## config.mk

```make
export PLATFORM = sky130hd
export DESIGN_NAME = quoted_token_splitter_flat
export DESIGN_NICKNAME = d
export VERILOG_FILES = /design/src/qts_pkg.sv /design/src/qts_in_if.sv /design/src/qts_out_if.sv /design/src/qts_step.sv /design/src/qts_res_queue.sv /design/src/quoted_token_splitter.sv /design/src/flat_wrapper.sv
export SDC_FILE = /design/constraint.sdc
export NUM_CORES = 1
export LEC_CHECK = 0
export ABC_CLOCK_PERIOD_IN_PS = 12900
export BUFFER_PORTS_ARGS = -buffer_cell sky130_fd_sc_hd__buf_2
export CORE_MARGIN = 4
export CORE_UTILIZATION = 45
export CTS_BUF_LIST = sky130_fd_sc_hd__clkbuf_8
export DETAILED_ROUTE_END_ITERATION = 10
export SYNTH_ARGS = -nofsm -noshare
export SYNTH_HDL_FRONTEND = slang
export SYNTH_SLANG_ARGS = --single-unit
export TNS_END_PERCENT = 100
```

## constraint.sdc

```tcl
create_clock -name clk -period 12.9 [get_ports clk]
set_input_delay 2.58 -clock clk [delete_from_list [all_inputs] [get_ports clk]]
set_output_delay 2.58 -clock clk [all_outputs]
set_load 0.05 [all_outputs]
```

## src/qts_pkg.sv

```systemverilog
// Shared types and character constants for the quoted token splitter.
package qts_pkg;

  localparam logic [7:0] CH_QUOTE  = 8'h22;
  localparam logic [7:0] CH_BSLASH = 8'h5C;
  localparam logic [7:0] CH_BANG   = 8'h21;
  localparam logic [7:0] CH_SPACE  = 8'h20;

  typedef enum logic [1:0] {
    MODE_START  = 2'd0,
    MODE_SKIP   = 2'd1,
    MODE_QUOTED = 2'd2,
    MODE_PLAIN  = 2'd3
  } mode_t;

  typedef struct packed {
    logic [7:0] ch;
    logic       char_valid;
    logic       token_end;
    logic       last_of_run;
  } res_t;

endpackage

```

## src/qts_in_if.sv

```systemverilog
// Input channel: one string character per request.
interface qts_in_if;
  logic       valid;
  logic       ready;
  logic [7:0] in_byte;
  logic       end_of_string;

  modport source (output valid, in_byte, end_of_string, input ready);
  modport sink (input valid, in_byte, end_of_string, output ready);
endinterface

```

## src/qts_out_if.sv

```systemverilog
// Output channel: one token result per request.
interface qts_out_if;
  logic       valid;
  logic       ready;
  logic [7:0] out_char;
  logic       char_valid;
  logic       token_end;
  logic       last_of_run;

  modport source (output valid, out_char, char_valid, token_end, last_of_run, input ready);
  modport sink (input valid, out_char, char_valid, token_end, last_of_run, output ready);
endinterface

```

## src/qts_step.sv

```systemverilog
// Per-character tokenizer step: next mode, escape flag and up to two results.
module qts_step (
  input  qts_pkg::mode_t mode,
  input  logic           esc,
  input  logic [7:0]     ch,
  input  logic           eos,
  output qts_pkg::mode_t mode_next,
  output logic           esc_next,
  output qts_pkg::res_t  res0,
  output qts_pkg::res_t  res1,
  output logic [1:0]     res_n
);
  import qts_pkg::*;

  logic is_bs;
  logic is_sp;
  logic is_q;
  logic is_bang;

  assign is_bs   = (ch == CH_BSLASH);
  assign is_sp   = (ch == CH_SPACE);
  assign is_q    = (ch == CH_QUOTE);
  assign is_bang = (ch == CH_BANG);

  always_comb begin
    res_t       r [2];
    logic [1:0] n;
    mode_t      m;
    logic       e;
    logic       do_plain;
    logic       pe;
    logic [0:0] li;

    r[0]     = '0;
    r[1]     = '0;
    n        = 2'd0;
    m        = mode;
    e        = esc;
    do_plain = 1'b0;
    pe       = 1'b0;
    li       = 1'b0;

    unique case (mode) inside
      MODE_START, MODE_SKIP: begin
        if (!(mode == MODE_SKIP && is_sp)) begin
          e = 1'b0;
          if (is_q) begin
            m = MODE_QUOTED;
          end else if (is_bang) begin
            r[n[0]] = '{ch: CH_BANG, char_valid: 1'b1, token_end: 1'b1, last_of_run: 1'b0};
            n = n + 2'd1;
            m = MODE_SKIP;
          end else begin
            m        = MODE_PLAIN;
            do_plain = 1'b1;
            pe       = 1'b0;
          end
        end
      end
      MODE_QUOTED: begin
        if (is_bs && !esc) begin
          e = 1'b1;
        end else if (is_bs || (is_q && esc)) begin
          r[n[0]] = '{ch: ch, char_valid: 1'b1, token_end: 1'b0, last_of_run: 1'b0};
          n = n + 2'd1;
          e = 1'b0;
        end else if (is_q) begin
          r[n[0]] = '{ch: 8'd0, char_valid: 1'b0, token_end: 1'b1, last_of_run: 1'b0};
          n = n + 2'd1;
          m = MODE_SKIP;
        end else begin
          if (esc) begin
            r[n[0]] = '{ch: CH_BSLASH, char_valid: 1'b1, token_end: 1'b0, last_of_run: 1'b0};
            n = n + 2'd1;
          end
          r[n[0]] = '{ch: ch, char_valid: 1'b1, token_end: 1'b0, last_of_run: 1'b0};
          n = n + 2'd1;
          e = 1'b0;
        end
      end
      MODE_PLAIN: begin
        do_plain = 1'b1;
        pe       = esc;
      end
      default: begin
        m = MODE_START;
      end
    endcase

    if (do_plain) begin
      if (is_bs) begin
        e = 1'b1;
      end else if (is_sp && pe) begin
        r[n[0]] = '{ch: CH_SPACE, char_valid: 1'b1, token_end: 1'b0, last_of_run: 1'b0};
        n = n + 2'd1;
        e = 1'b0;
      end else if (is_sp) begin
        r[n[0]] = '{ch: 8'd0, char_valid: 1'b0, token_end: 1'b1, last_of_run: 1'b0};
        n = n + 2'd1;
        e = 1'b0;
        m = MODE_SKIP;
      end else begin
        if (pe) begin
          r[n[0]] = '{ch: CH_BSLASH, char_valid: 1'b1, token_end: 1'b0, last_of_run: 1'b0};
          n = n + 2'd1;
        end
        r[n[0]] = '{ch: ch, char_valid: 1'b1, token_end: 1'b0, last_of_run: 1'b0};
        n = n + 2'd1;
        e = 1'b0;
      end
    end

    if (eos) begin
      if (m == MODE_QUOTED || m == MODE_PLAIN) begin
        if (n != 2'd0) begin
          li = 1'(n - 2'd1);
          r[li].token_end = 1'b1;
        end else begin
          r[0] = '{ch: 8'd0, char_valid: 1'b0, token_end: 1'b1, last_of_run: 1'b0};
          n = 2'd1;
        end
      end
      m = MODE_START;
      e = 1'b0;
    end

    if (n != 2'd0) begin
      li = 1'(n - 2'd1);
      r[li].last_of_run = 1'b1;
    end

    res0      = r[0];
    res1      = r[1];
    res_n     = n;
    mode_next = m;
    esc_next  = e;
  end

endmodule

```

## src/qts_res_queue.sv

```systemverilog
// Result queue: takes up to two results per cycle, hands out one per request.
module qts_res_queue #(
  parameter int DEPTH = 4
) (
  input  logic          clk,
  input  logic          rst,
  input  logic          push,
  input  logic [1:0]    push_n,
  input  qts_pkg::res_t res0,
  input  qts_pkg::res_t res1,
  output logic          fits,
  qts_out_if.source     out_stream
);
  import qts_pkg::*;

  localparam int PW = (DEPTH > 1) ? $clog2(DEPTH) : 1;
  localparam int CW = $clog2(DEPTH + 1);

  res_t          q [DEPTH];
  logic [PW-1:0] head;
  logic [PW-1:0] tail;
  logic [CW-1:0] cnt;
  logic [CW-1:0] cnt_next;
  logic [CW:0]   need;
  logic          pop;
  logic [1:0]    push_amt;
  logic [PW-1:0] tail1;
  res_t          hd;

  function automatic logic [PW-1:0] nxt(input logic [PW-1:0] p);
    return (p == PW'(DEPTH - 1)) ? '0 : p + 1'b1;
  endfunction

  assign need     = (CW + 1)'(cnt) + (CW + 1)'(push_n);
  assign fits     = (need <= (CW + 1)'(DEPTH));
  assign pop      = out_stream.valid && out_stream.ready;
  assign push_amt = push ? push_n : 2'd0;
  assign tail1    = nxt(tail);
  assign cnt_next = cnt + CW'(push_amt) - CW'(pop);

  assign hd                     = q[head];
  assign out_stream.valid       = (cnt != '0);
  assign out_stream.out_char    = hd.ch;
  assign out_stream.char_valid  = hd.char_valid;
  assign out_stream.token_end   = hd.token_end;
  assign out_stream.last_of_run = hd.last_of_run;

  always_ff @(posedge clk) begin
    if (push_amt != 2'd0) begin
      q[tail] <= res0;
    end
    if (push_amt == 2'd2) begin
      q[tail1] <= res1;
    end
  end

  always_ff @(posedge clk) begin
    if (rst) begin
      head <= '0;
      tail <= '0;
      cnt  <= '0;
    end else begin
      cnt <= cnt_next;
      if (pop) begin
        head <= nxt(head);
      end
      if (push_amt == 2'd1) begin
        tail <= tail1;
      end else if (push_amt == 2'd2) begin
        tail <= nxt(tail1);
      end
    end
  end

  a_cnt_bound: assert property (@(posedge clk) disable iff (rst)
    cnt <= CW'(DEPTH))
    else $error("result queue over depth");

  a_no_overflow: assert property (@(posedge clk) disable iff (rst)
    push |-> fits)
    else $error("push without room");

endmodule

```

## src/quoted_token_splitter.sv

```systemverilog
// Top level of the quoted token splitter.
//
// Usage: in_stream carries one string character per request with
// end_of_string set on the final character. out_stream carries the token
// results: out_char with char_valid, token_end on the last result of a
// token, and last_of_run on the last result caused by one character.
// A character may give zero, one or two results.
//
// A character is held in the input register; its results are then written
// into the result queue, which presents them on out_stream. Throughput:
// one character per cycle while the queue has room for its results; a
// character giving two results uses the single-result output port twice,
// so the output port of the QUEUE_DEPTH-entry result queue sets the rate.
//
// Reset (rst, synchronous): empties the input register and the result
// queue and returns the tokenizer to the token start with no escape pending.
// When the receiver stalls, results collect in the queue; once it cannot
// take the results of the registered character, in_stream.ready drops.
module quoted_token_splitter #(
  parameter int QUEUE_DEPTH = 4
) (
  input  logic      clk,
  input  logic      rst,
  qts_in_if.sink    in_stream,
  qts_out_if.source out_stream
);
  import qts_pkg::*;

  logic       in_v;
  logic [7:0] in_b;
  logic       in_eos;
  mode_t      mode;
  mode_t      mode_next;
  logic       esc;
  logic       esc_next;
  res_t       res0;
  res_t       res1;
  logic [1:0] res_n;
  logic       fits;
  logic       adv;

  assign adv             = in_v && fits;
  assign in_stream.ready = !in_v || adv;

  always_ff @(posedge clk) begin
    if (rst) begin
      in_v <= 1'b0;
    end else if (in_stream.ready) begin
      in_v <= in_stream.valid;
    end
  end

  always_ff @(posedge clk) begin
    if (in_stream.valid && in_stream.ready) begin
      in_b   <= in_stream.in_byte;
      in_eos <= in_stream.end_of_string;
    end
  end

  always_ff @(posedge clk) begin
    if (rst) begin
      mode <= MODE_START;
      esc  <= 1'b0;
    end else if (adv) begin
      mode <= mode_next;
      esc  <= esc_next;
    end
  end

  qts_step u_step (
    .mode      (mode),
    .esc       (esc),
    .ch        (in_b),
    .eos       (in_eos),
    .mode_next (mode_next),
    .esc_next  (esc_next),
    .res0      (res0),
    .res1      (res1),
    .res_n     (res_n)
  );

  qts_res_queue #(
    .DEPTH (QUEUE_DEPTH)
  ) u_queue (
    .clk        (clk),
    .rst        (rst),
    .push       (adv),
    .push_n     (res_n),
    .res0       (res0),
    .res1       (res1),
    .fits       (fits),
    .out_stream (out_stream)
  );

  a_hold_stalled: assert property (@(posedge clk) disable iff (rst)
    (in_v && !adv) |=> (in_v && $stable(in_b) && $stable(in_eos)))
    else $error("stalled character lost");

  a_eos_restart: assert property (@(posedge clk) disable iff (rst)
    (adv && in_eos) |=> (mode == MODE_START && !esc))
    else $error("string end did not restart tokenizer");

  a_esc_in_token: assert property (@(posedge clk) disable iff (rst)
    (mode == MODE_START || mode == MODE_SKIP) |-> !esc)
    else $error("escape pending outside a token");

endmodule

```

## src/flat_wrapper.sv

```systemverilog
// flat-port wrapper written by rule: the top's interface ports become plain ports
module quoted_token_splitter_flat import qts_pkg::*;
#(
  parameter int QUEUE_DEPTH = 4
)
  (clk, rst, in_stream_valid, in_stream_in_byte, in_stream_end_of_string, in_stream_ready, out_stream_valid, out_stream_out_char, out_stream_char_valid, out_stream_token_end, out_stream_last_of_run, out_stream_ready);
  qts_in_if in_stream_i ();
  qts_out_if out_stream_i ();
  input  logic clk;
  input  logic rst;
  input wire logic [$bits(in_stream_i.valid)-1:0] in_stream_valid;
  input wire logic [$bits(in_stream_i.in_byte)-1:0] in_stream_in_byte;
  input wire logic [$bits(in_stream_i.end_of_string)-1:0] in_stream_end_of_string;
  output wire logic [$bits(in_stream_i.ready)-1:0] in_stream_ready;
  output wire logic [$bits(out_stream_i.valid)-1:0] out_stream_valid;
  output wire logic [$bits(out_stream_i.out_char)-1:0] out_stream_out_char;
  output wire logic [$bits(out_stream_i.char_valid)-1:0] out_stream_char_valid;
  output wire logic [$bits(out_stream_i.token_end)-1:0] out_stream_token_end;
  output wire logic [$bits(out_stream_i.last_of_run)-1:0] out_stream_last_of_run;
  input wire logic [$bits(out_stream_i.ready)-1:0] out_stream_ready;
  assign in_stream_i.valid = in_stream_valid;
  assign in_stream_i.in_byte = in_stream_in_byte;
  assign in_stream_i.end_of_string = in_stream_end_of_string;
  assign in_stream_ready = in_stream_i.ready;
  assign out_stream_valid = out_stream_i.valid;
  assign out_stream_out_char = out_stream_i.out_char;
  assign out_stream_char_valid = out_stream_i.char_valid;
  assign out_stream_token_end = out_stream_i.token_end;
  assign out_stream_last_of_run = out_stream_i.last_of_run;
  assign out_stream_i.ready = out_stream_ready;
  quoted_token_splitter #(.QUEUE_DEPTH(QUEUE_DEPTH)) u_core (.clk(clk), .rst(rst), .in_stream(in_stream_i), .out_stream(out_stream_i));
endmodule
```

## Word level (Yosys, flattened, before mapping)

Memories as Yosys holds them, arrays and structs flattened. A register that Yosys moved wholly into a read port is not among the register bits.
Index checks and enable logic that the tools add are counted.

| word-level totals | value |
|---|---|
| bits in registers | 20 |
| latch bits | 0 |
| bits in writable memories | 44 |
| ROM bits | 0 |
| input bits | 13 |
| output and inout bits | 13 |
| word-level logic and storage cells | 191 |
| memories | 1 |

| operators by class | value |
|---|---|
| add/sub/neg operators | 11 |
| multipliers | 0 |
| divide/modulo/power cells | 0 |
| magnitude comparators | 11 |
| eq/ne operators | 16 |
| shift operators | 0 |
| multiplexer cells | 104 |
| bitwise operators | 14 |
| reduce and logical (&&, ||, !) cells | 26 |

Memories:

| name | words | bits a word | read ports | clocked after memory_dff | write ports | RTL line | RTL |
|---|---|---|---|---|---|---|---|
| u_core.u_queue.q | 4 | 11 | 1 | 1 | 2 | qts_res_queue.sv:19 | `res_t q [DEPTH];` |

Operators with widths:

| operator | count |
|---|---|
| two-way mux 22 bit | 13 |
| two-way mux 11 bit | 15 |
| bitwise mux 22 bit | 4 |
| two-way mux 2 bit | 40 |
| demux 11 bit (select 1 bit) | 5 |
| equality test 8 x 6 -> 1 bit (second input constant) | 3 |
| one-hot mux 11 bit (2 select lines) | 1 |
| bitwise AND 20 bit | 1 |
| inverter 20 bit | 1 |
| two-way mux 1 bit | 19 |
| bitwise AND 18 bit | 1 |
| two-way mux 9 bit | 2 |
| inverter 18 bit | 1 |
| equality test 2 bit (second input constant) | 8 |
| adder 2 x 1 -> 2 bit (second input constant) | 6 |
| bitwise AND 12 bit | 1 |
| logical AND 1 bit | 12 |
| inverter 12 bit | 1 |
| >= comparator 2 bit (second input constant) | 5 |
| less-than comparator 2 x 1 -> 1 bit (second input constant) | 5 |
| two-way mux 10 bit | 1 |
| inverter 1 -> 2 bit | 5 |
| OR 10 bit | 1 |
| equality test 8 x 7 -> 1 bit (second input constant) | 1 |
| other kinds (21) | 30 |

## Longest topological paths before layout

Gate-level depths: netlist of the first run.

| depth | value |
|---|---|
| word-level depth | 34 |
| depth in mapped cells | 21 |
| mapped depth without buffers | 18 |

## Hierarchy

A second synthesis of the first run with hierarchy kept.

| unflattened totals | value |
|---|---|
| cells, all modules | 303 |
| area, all modules | 3,861.2 µm² |

By module, submodules not included:

| module | times used | cells each | area an instance (µm²) | seq. area each (µm²) |
|---|---|---|---|---|
| qts_res_queue | 1 | 182 | 2,763.9 | 1,501.4 |
| qts_step | 1 | 94 | 655.6 | 0.0 |
| quoted_token_splitter | 1 | 27 | 441.7 | 350.3 |

## Worst setup path after synthesis of the first run

OpenSTA, ideal clock, no wires.

| timing | value |
|---|---|
| kind | reg-to-output |
| from | register u_core.in_b[2] |
| to | output in_stream_ready |
| arrival time | 2.975 ns |
| data required time | 10.320 ns |
| setup slack | 7.345 ns |
| cell stages (with the launch flop) | 12 |
| path buffers | 0 |
| cell sequence | edfxtp_1 -> or4b_1 -> nor2_2 -> or3_4 -> a31o_2 -> nand2_2 -> inv_2 -> ha_1 -> fa_1 -> nor2_1 -> o22ai_1 -> nand2_1 |

| on the way | value |
|---|---|
| word-level cells in the longest chain between the ends | 25 |
| elaborated cells between the ends (all ways) | 53 |
| those cells by class | 3 x add/sub; 1 x order compare; 6 x eq/ne; 34 x mux; 9 x reduce/logical |

RTL lines:

| element | RTL line | RTL |
|---|---|---|
| start: declaration | quoted_token_splitter.sv:30 | `logic [7:0] in_b;` |
| start signal: assignment | quoted_token_splitter.sv:55 | `in_b <= in_stream.in_byte;` |
| equality test 8 x 6 -> 1 bit | qts_step.sv:22 | `assign is_q = (ch == CH_QUOTE);` |
| logical AND 1 bit | qts_step.sv:63 | `end else if (is_bs \|\| (is_q && esc)) begin` |
| logical OR 1 bit | qts_step.sv:63 |  |
| two-way mux 2 bit | qts_step.sv:63 |  |
| two-way mux 2 bit | qts_step.sv:61 | `if (is_bs && !esc) begin` |
| one-hot mux 2 bit (2 select lines) | qts_step.sv:43 | `unique case (mode) inside` |
| adder 2 x 1 -> 2 bit | qts_step.sv:95, qts_step.sv:99, qts_step.sv:105 |  |
| two-way mux 2 bit | qts_step.sv:103 | `if (pe) begin` |
| [... 9 more ...] | - |  |
| nonzero test 2 bit | qts_step.sv:115 | `if (n != 2'd0) begin` |
| two-way mux 2 bit | qts_step.sv:115 |  |
| two-way mux 2 bit | qts_step.sv:114 | `if (m == MODE_QUOTED \|\| m == MODE_PLAIN) begin` |
| two-way mux 2 bit * | qts_step.sv:113 | `if (eos) begin` |
| adder 3 x 2 -> 4 bit * | qts_res_queue.sv:34 | `assign need = (CW + 1)'(cnt) + (CW + 1)'(push_n);` |
| <= comparator 4 x 3 -> 1 bit * | qts_res_queue.sv:35 | `assign fits = (need <= (CW + 1)'(DEPTH));` |
| logical AND 1 bit * | quoted_token_splitter.sv:42 | `assign adv = in_v && fits;` |
| logical OR 1 bit * | quoted_token_splitter.sv:43 | `assign in_stream.ready = !in_v \|\| adv;` |
| end: declaration | flat_wrapper.sv:14 | `output wire logic [$bits(in_stream_i.ready)-1:0] in_stream_ready;` |

Mark *: on every way between the ends. The rest lies on a longest branch, timed or not. The select of a mux whose other input is x is not followed.

## Worst setup path after layout of the first run

| timing | value |
|---|---|
| from | register u_core.in_b[0] |
| to | output in_stream_ready |

The elaborated chain is that of the path after synthesis.

==> results of run 1 <==
[tightest hold or removal path, stage by stage, from the launching register on]
cell and delay (ps):
dfxtp_1 320, nand2_1 50, a21oi_1 70
[state kept, by name, indices dropped and copies added, names as in the netlist, named ones only]
signal,flops
u_core.esc,1
u_core.in_b,8
u_core.in_eos,1
u_core.in_v,1
u_core.mode,2
u_core.u_queue.cnt,3
u_core.u_queue.head,2
u_core.u_queue.q,44
u_core.u_queue.tail,2
[synth_stat cells (3+ instances only)]
| master | number |
|---|---|
| nor3_1 | 9 |
| buf_4 | 3 |
| and3_1 | 4 |
| inv_1 | 13 |
| o211ai_1 | 5 |
| o21ai_0 | 6 |
| mux4_2 | 11 |
| a31o_2 | 10 |
| edfxtp_1 | 53 |
| nand2_1 | 21 |
| a21oi_1 | 38 |
| dfxtp_1 | 13 |
| ha_1 | 12 |
| buf_2 | 3 |
| a31oi_1 | 4 |
| nor2_1 | 17 |
| a21oi_2 | 3 |
| clkbuf_1 | 5 |
| and2_1 | 3 |
| nand3_1 | 4 |
| buf_1 | 5 |
| o21ai_1 | 6 |
| xnor2_1 | 3 |
| a31o_1 | 4 |
[metrics by stage]
step | cells | instance area (sq um) | utilization, % | worst slack [ps] | hold WS (ps)
3_3_place_gp | 421 | 3830 | 49.1 | 7100 | 478
3_5_place_dp | 421 | 3830 | 49.1 | 7010 | 481
2_1_floorplan | 308 | 3650 | - | 7340 | 454
4_1_cts | 437 | 4020 | 51.5 | 6620 | 497
5_1_grt | 437 | 4020 | 51.5 | 6350 | 527
6_report | 437 | 4020 | 51.5 | 6630 | 494
[logic make-up (layout without fill, tap and decap cells)]
group	after synthesis	in the layout	share of synthesized area [%]
AOI/OAI and AO/OA	98	98	18.9
DFF	66	66	50.8
buffers and inverters	32	59	4.12
muxes	13	13	7.34
and+or+nand+nor	80	80	12.5
xor gates and xnor gates	5	5	1.20
adders and majority gates	14	14	5.21
[worst max-delay path by stage]
stage / start / slack, ps / cells past startpoint / endpoint
floorplan: u_core.in_b[2] / 7340 / 11 / in_stream_ready
global placement: u_core.in_b[0] / 7100 / 12 / in_stream_ready
detailed placement: u_core.in_b[0] / 7010 / 12 / in_stream_ready
CTS: u_core.in_b[0] / 6620 / 12 / in_stream_ready
global route: u_core.in_b[0] / 6350 / 12 / in_stream_ready
finish: u_core.in_b[0] / 6630 / 12 / in_stream_ready
[power breakdown]
part	total, mW	switching, mW	internal [mW]
clock network	0.169	0.0775	0.0918
logic	0.207	0.131	0.0763
registers	0.286	0.0278	0.258
[layer usage]
metal | GRT usage [%] | vias to the layer above | wire length (microns)
met5 | 0 | - | 0
met2 | 27.0 | 111 | 3740
met4 | 8.52 | 0 | 197
met3 | 4.21 | 18 | 494
li1 | - | 1234 | -
met1 | 24.3 | 1221 | 3600
[cell type report]
type,instances,area share (%)
clock buffer,10,3.42
inverter,14,1.31
tap,102,3.17
timing repair buffer,29,3.86
multi-input combinational,210,40.9
sequential,66,46.0
clock inverter,6,1.31
==> reports/metrics.csv, run 1 <==
stage;metric;value;unit
run_status;status;completed;
setup_path;Reg-to-Reg Start;u_core.in_b[0];
clock_network;Max H-tree Level;3;
final_layout;most frequent cells in the layout;edfxtp_1, a21oi_1, buf_2, nand2_1;
final_layout;area grow syn2layout;10.3;%
setup_path;Worst setup EP type;output pin;
setup_path;gate family responsible for the most delay along the worst path;simple AND/OR/NAND/NOR gates;
clock_network;total CTS buffers;9;
pwr;total power;0.662;mW
clock_network;hold_buf cts;0;
detailed_routing;TritonRoute pass-1 iters;5;
floorplan;IO Pins;26;
detailed_routing;post-route ant nets;0;
timing;RSZ-0062 raised after global routing;no;
final_layout;FILL cells;684;
setup_path;worst path arrival time;3690;ps
timing;Worst Skew;11.1;ps
final_layout;Final nets;357;
global_routing;Total GRT Usage;17.8;%
logic_synthesis;ys async rst share;0;%
global_routing;first-pass GRT wire length;13300;microns
pwr;VDD IR max;72.7;uV
floorplan;FP Rows;32;
clock_network;post_cts resized;0;
detailed_routing;DRT iter0 DRCs;146;
logic_synthesis;Yosys Warn Count;0;
hold_path;hold path cells;2;
setup_path;CP bufs+invs;2;
timing;Hold Fails Final Rpt;0;
detailed_routing;Post-route DRC;0;
logic_synthesis;Avg Inst Size Synth;11.8;sq um
clock_network;CTS tree;yes;
hold_path;Worst Hold Class;register to register;
logic_synthesis;Seq cells post-synth;66;
clock_network;root buf cell;clkbuf_8;
pwr;pwr dens;165;mW/mm^2
setup_path;CP Class;register to output pin;
hold_path;hold path startpoint;u_core.u_queue.head[1];
floorplan;Chip Width;98.0;microns
global_routing;grt ovf;0;
final_layout;most common cell after layout, fill and taps aside;edfxtp_1;
logic_synthesis;predominant post-synthesis flop cell;edfxtp_1;
timing;Final setup viols;0;
clock_network;clk_lat worst skew;350;ps
setup_path;CP cell instances;or4b_1 > nor2_2 > or3_4 > a31o_2 > nand2_2 > inv_2 > ha_1 > fa_1 > nor2_1 > o22ai_1 > nand2_1 > buf_2;
timing;Max Transition Viols Final;0;
setup_path;reg2reg end;u_core.u_queue.cnt[2];
global_routing;pin count of the biggest net entering global routing;18;
place;post-DP HPWL;5710;microns
logic_synthesis;sequential area share after synthesis;50.8;%
logic_synthesis;post-synthesis cell area;0.00365;sq mm
place;GPL Wtd Cong;0.934;
timing;period utilisation layout;48.6;%
final_layout;ratio of cells with drive above 1 in the final layout;25.4;%
setup_path;Worst Reg2Reg Path Length in Cells;17;
setup_path;CP max stage cell;edfxtp_1;
logic_synthesis;EDFF count, synth;53;
run;max cap viols;0;
clock_network;clock buffer depth;2;
detailed_routing;Vias;2584;
final_layout;area occupied by multi-input gates;0.00165;sq mm
timing;setup TNS;0;ps
final_layout;Register Area;0.00185;sq mm
place;I/O Buffers;25;
logic_synthesis;top post-synthesis cells by area;edfxtp_1, dfxtp_1, mux4_2;
clock_network;Post-CTS Setup Bufs;0;
setup_path;critical path's largest stage delay;620;ps
timing;Worst Max-Slew Pin Slew;1080;ps
detailed_routing;WL/cell;18.4;microns
hold_path;end of the worst hold path;u_core.u_queue.head[1];
pwr;leakage;1.38;nW
floorplan;Initial Util;46.7;%
global_routing;vias in the first global route;2519;
setup_path;Req. time, crit path;10320;ps
setup_path;Worst Setup Start Kind;register;
global_routing;initial antenna violation count;0;
setup_path;FF-to-FF setup slack;7380;ps
logic_synthesis;Mapped Nets;335;
setup_path;largest fanout on the critical path;14;
logic_synthesis;Distinct cells, synth;64;
timing;fin crit period;6270;ps
floorplan;core region area;0.00781;sq mm
detailed_routing;DR vias/cell;5.91;
clock_network;CTS clk-pin slew, worst paths;70;ps
timing;maximum clock frequency;160;MHz
timing;Slew headroom;28.0;%
floorplan;die height;98.0;microns
floorplan;die area;0.00961;sq mm
logic_synthesis;Yosys top cell area share;43.6;%
logic_synthesis;cell count after synthesis;308;
detailed_routing;WL final;8030;microns
clock_network;clock sinks;66;
logic_synthesis;cell taking the most area after synthesis;edfxtp_1;
final_layout;Ant. Diodes;0;
(Power assumes the default switching activity.)
==> run 2, diff against run 1 <==
Settings changed: ABC_AREA from default to 1, ABC_CLOCK_PERIOD_IN_PS 12900 to 6250.
Clock period 12.9 ns to 6.25 ns, I/O delays scaled along.
==> reports/metrics.csv, run 2 <==
stage;metric;value;unit
logic_synthesis;Mapped Nets;432;
clock_network;post_cts resized;0;
global_routing;Total GRT Usage;17.9;%
clock_network;CTS tree;yes;
logic_synthesis;cell count after synthesis;405;
detailed_routing;post-route ant nets;0;
final_layout;Final nets;462;
setup_path;FF-to-FF setup slack;1740;ps
logic_synthesis;cell taking the most area after synthesis;edfxtp_1;
detailed_routing;DR vias/cell;5.27;
timing;Worst Max-Slew Pin Slew;803;ps
global_routing;vias in the first global route;2693;
timing;Worst Skew;8.60;ps
floorplan;IO Pins;26;
logic_synthesis;top cells by count, synth;nand2_1, edfxtp_1, nor2_1;
setup_path;Worst Setup Start Kind;register;
setup_path;Reg-to-Reg Start;u_core.in_b[7];
floorplan;Initial Util;46.8;%
floorplan;FP Rows;32;
setup_path;critical path's largest stage delay;510;ps
global_routing;initial antenna violation count;0;
setup_path;reg2reg end;u_core.u_queue.cnt[2];
pwr;total power;1.67;mW
final_layout;ratio of cells with drive above 1 in the final layout;16.6;%
clock_network;root buf cell;clkbuf_8;
floorplan;die height;98.1;microns
global_routing;pin count of the biggest net entering global routing;24;
timing;fin crit period;4870;ps
timing;maximum clock frequency;205;MHz
pwr;pwr dens;407;mW/mm^2
timing;Final setup viols;0;
logic_synthesis;cell with the most instances after synthesis;nand2_1;
hold_path;end of the worst hold path;u_core.in_v;
logic_synthesis;Seq cells post-synth;66;
final_layout;Largest regs;u_core.u_queue.q x44, u_core.in_b x8, u_core.u_queue.cnt x3;
detailed_routing;DRT iter0 DRCs;155;
run;max cap viols;0;
detailed_routing;WL/cell;15.4;microns
place;post-DP HPWL;5970;microns
timing;RSZ-0062 raised after global routing;no;
place;I/O Buffers;25;
global_routing;GR Util met1;22.4;%
global_routing;first-pass GRT wire length;13500;microns
timing;period utilisation layout;78.0;%
logic_synthesis;ys async rst share;0;%
floorplan;Chip Width;98.1;microns
pwr;leakage;1.73;nW
clock_network;Post-CTS Setup Bufs;0;
place;GPL Wtd Cong;0.943;
floorplan;core region area;0.00781;sq mm
detailed_routing;Vias;2856;
hold_path;Worst Hold Class;register to register;
setup_path;CP bufs+invs;3;
detailed_routing;Post-route DRC;0;
hold_path;hold path cells;2;
pwr;VDD IR max;152;uV
global_routing;global routing's busiest layer;met2;
setup_path;CP most frequent cell;nand2_1;
global_routing;grt ovf;0;
setup_path;Worst setup EP type;output pin;
logic_synthesis;Avg Inst Size Synth;9.02;sq um
setup_path;CP max stage cell;edfxtp_1;
logic_synthesis;Distinct cells, synth;39;
logic_synthesis;sequential area share after synthesis;50.7;%
setup_path;Worst Reg2Reg Path Length in Cells;25;
timing;setup TNS;0;ps
detailed_routing;TritonRoute pass-1 iters;4;
hold_path;hold path startpoint;u_core.in_v;
logic_synthesis;Yosys Warn Count;0;
setup_path;CP cell instances;inv_1 > nand2_1 > nor2_2 > nand3b_1 > nand3_2 > nand2_2 > nand3_1 > nand2_1 > nor2_1 > nand2_1 > nand2_2 > ha_1 > fa_1 > or2_2 > a21oi_1 > inv_1 > nand2_1 > buf_2;
final_layout;area grow syn2layout;12.5;%
final_layout;most common cell after layout, fill and taps aside;nand2_1;
clock_network;hold_buf cts;0;
floorplan;die area;0.00963;sq mm
final_layout;Biggest register;u_core.u_queue.q;
clock_network;clock buffer depth;2;
logic_synthesis;post-synthesis cell area;0.00365;sq mm
logic_synthesis;top post-synthesis cells by area;edfxtp_1, dfxtp_1, nand2_1;
setup_path;Req. time, crit path;5000;ps
logic_synthesis;predominant post-synthesis flop cell;edfxtp_1;
setup_path;CP Class;register to output pin;
timing;Hold Fails Final Rpt;0;
timing;Max Transition Viols Final;0;
detailed_routing;WL final;8340;microns
final_layout;Ant. Diodes;0;
clock_network;clock sinks;66;
clock_network;total CTS buffers;9;
setup_path;largest fanout on the critical path;6;
timing;Slew headroom;46.5;%
setup_path;worst path arrival time;3620;ps
run_status;status;completed;
clock_network;Max H-tree Level;3;
global_routing;met3 Usage GRT;3.93;%
logic_synthesis;EDFF count, synth;53;
setup_path;gate family responsible for the most delay along the worst path;simple AND/OR/NAND/NOR gates;
clock_network;clk_lat worst skew;340;ps
final_layout;most frequent cells in the layout;nand2_1, edfxtp_1, nor2_1, inv_1, o21ai_0;
logic_synthesis;Yosys top cell area share;43.5;%
final_layout;FILL cells;753;
clock_network;CTS clk-pin slew, worst paths;80;ps
global_routing;met2 Use GR;30.2;%
final_layout;max reg flops;44;
-- run 2: changes by cell type in the layout (fill, tap and decap cells not counted), sizes merged, moves of 13 or more --
cell / previous run / this run
inv: 18 / 47
nor2: 18 / 53
o21ai: 13 / 73
a31o: 14 / 1
a21oi: 41 / 19
nand2: 22 / 78
-- run 2: how the worst max path moves through the flow --
stage                   start              end  cells past startpoint
2_1_floorplan  u_core.in_b[0]  in_stream_ready                     17
3_3_place_gp   u_core.in_b[7]  in_stream_ready                     18
3_5_place_dp   u_core.in_b[7]  in_stream_ready                     18
4_1_cts        u_core.in_b[7]  in_stream_ready                     18
5_1_grt        u_core.in_b[7]  in_stream_ready                     18
6_report       u_core.in_b[7]  in_stream_ready                     18
-- run 2: report_power, final --
| part | total (mW) | internal [mW] | leakage [nW] | switching, mW |
|---|---|---|---|---|
| Sequential | 0.610 | 0.554 | 0.588 | 0.0560 |
| Clock | 0.440 | 0.265 | 0.121 | 0.175 |
| Combinational | 0.623 | 0.176 | 1.02 | 0.446 |
-- run 2: worst min-delay path: stages, from the launching register on --
cell     delay (ps)
dfxtp_1         330
nand2_1          80
a21oi_1          50
-- run 2: final cells by class --
| class | count | area, sq um | area share [%] |
|---|---|---|---|
| clock buffers | 9 | 124 | 3.01 |
| repair buffers | 29 | 155 | 3.77 |
| flip-flops and latches | 66 | 1850 | 45.0 |
| multi-input cells | 283 | 1560 | 37.8 |
| inverters | 46 | 180 | 4.38 |
| well taps | 102 | 128 | 3.10 |
| clock inverters | 7 | 119 | 2.89 |
-- run 2: cell families after synthesis --
| logic type | share of synthesized area [%] |
|---|---|
| adders and majority gates | 5.20 |
| buffers and inverters | 6.78 |
| AOI/OAI and AO/OA | 17.8 |
| and+or+nand+nor | 18.3 |
| DFF | 50.7 |
| xor gates and xnor gates | 1.20 |
-- run 2: metrics by stage --
stage | instances | setup WS, ps | hold slack [ps] | util, % | area [sq um]
2_1_floorplan | 405 | 2090 | 478 | - | 3650
3_3_place_gp | 526 | 1710 | 495 | 49.6 | 3870
3_5_place_dp | 526 | 1760 | 492 | 49.6 | 3870
4_1_cts | 542 | 1370 | 506 | 52.7 | 4110
5_1_grt | 542 | 1100 | 546 | 52.7 | 4110
6_report | 542 | 1380 | 500 | 52.7 | 4110
-- run 2: metal layers --
metal	vias up	wire length, microns
met3	15	431
li1	1453	-
met4	0	192
met5	-	0
met2	79	3990
met1	1309	3740
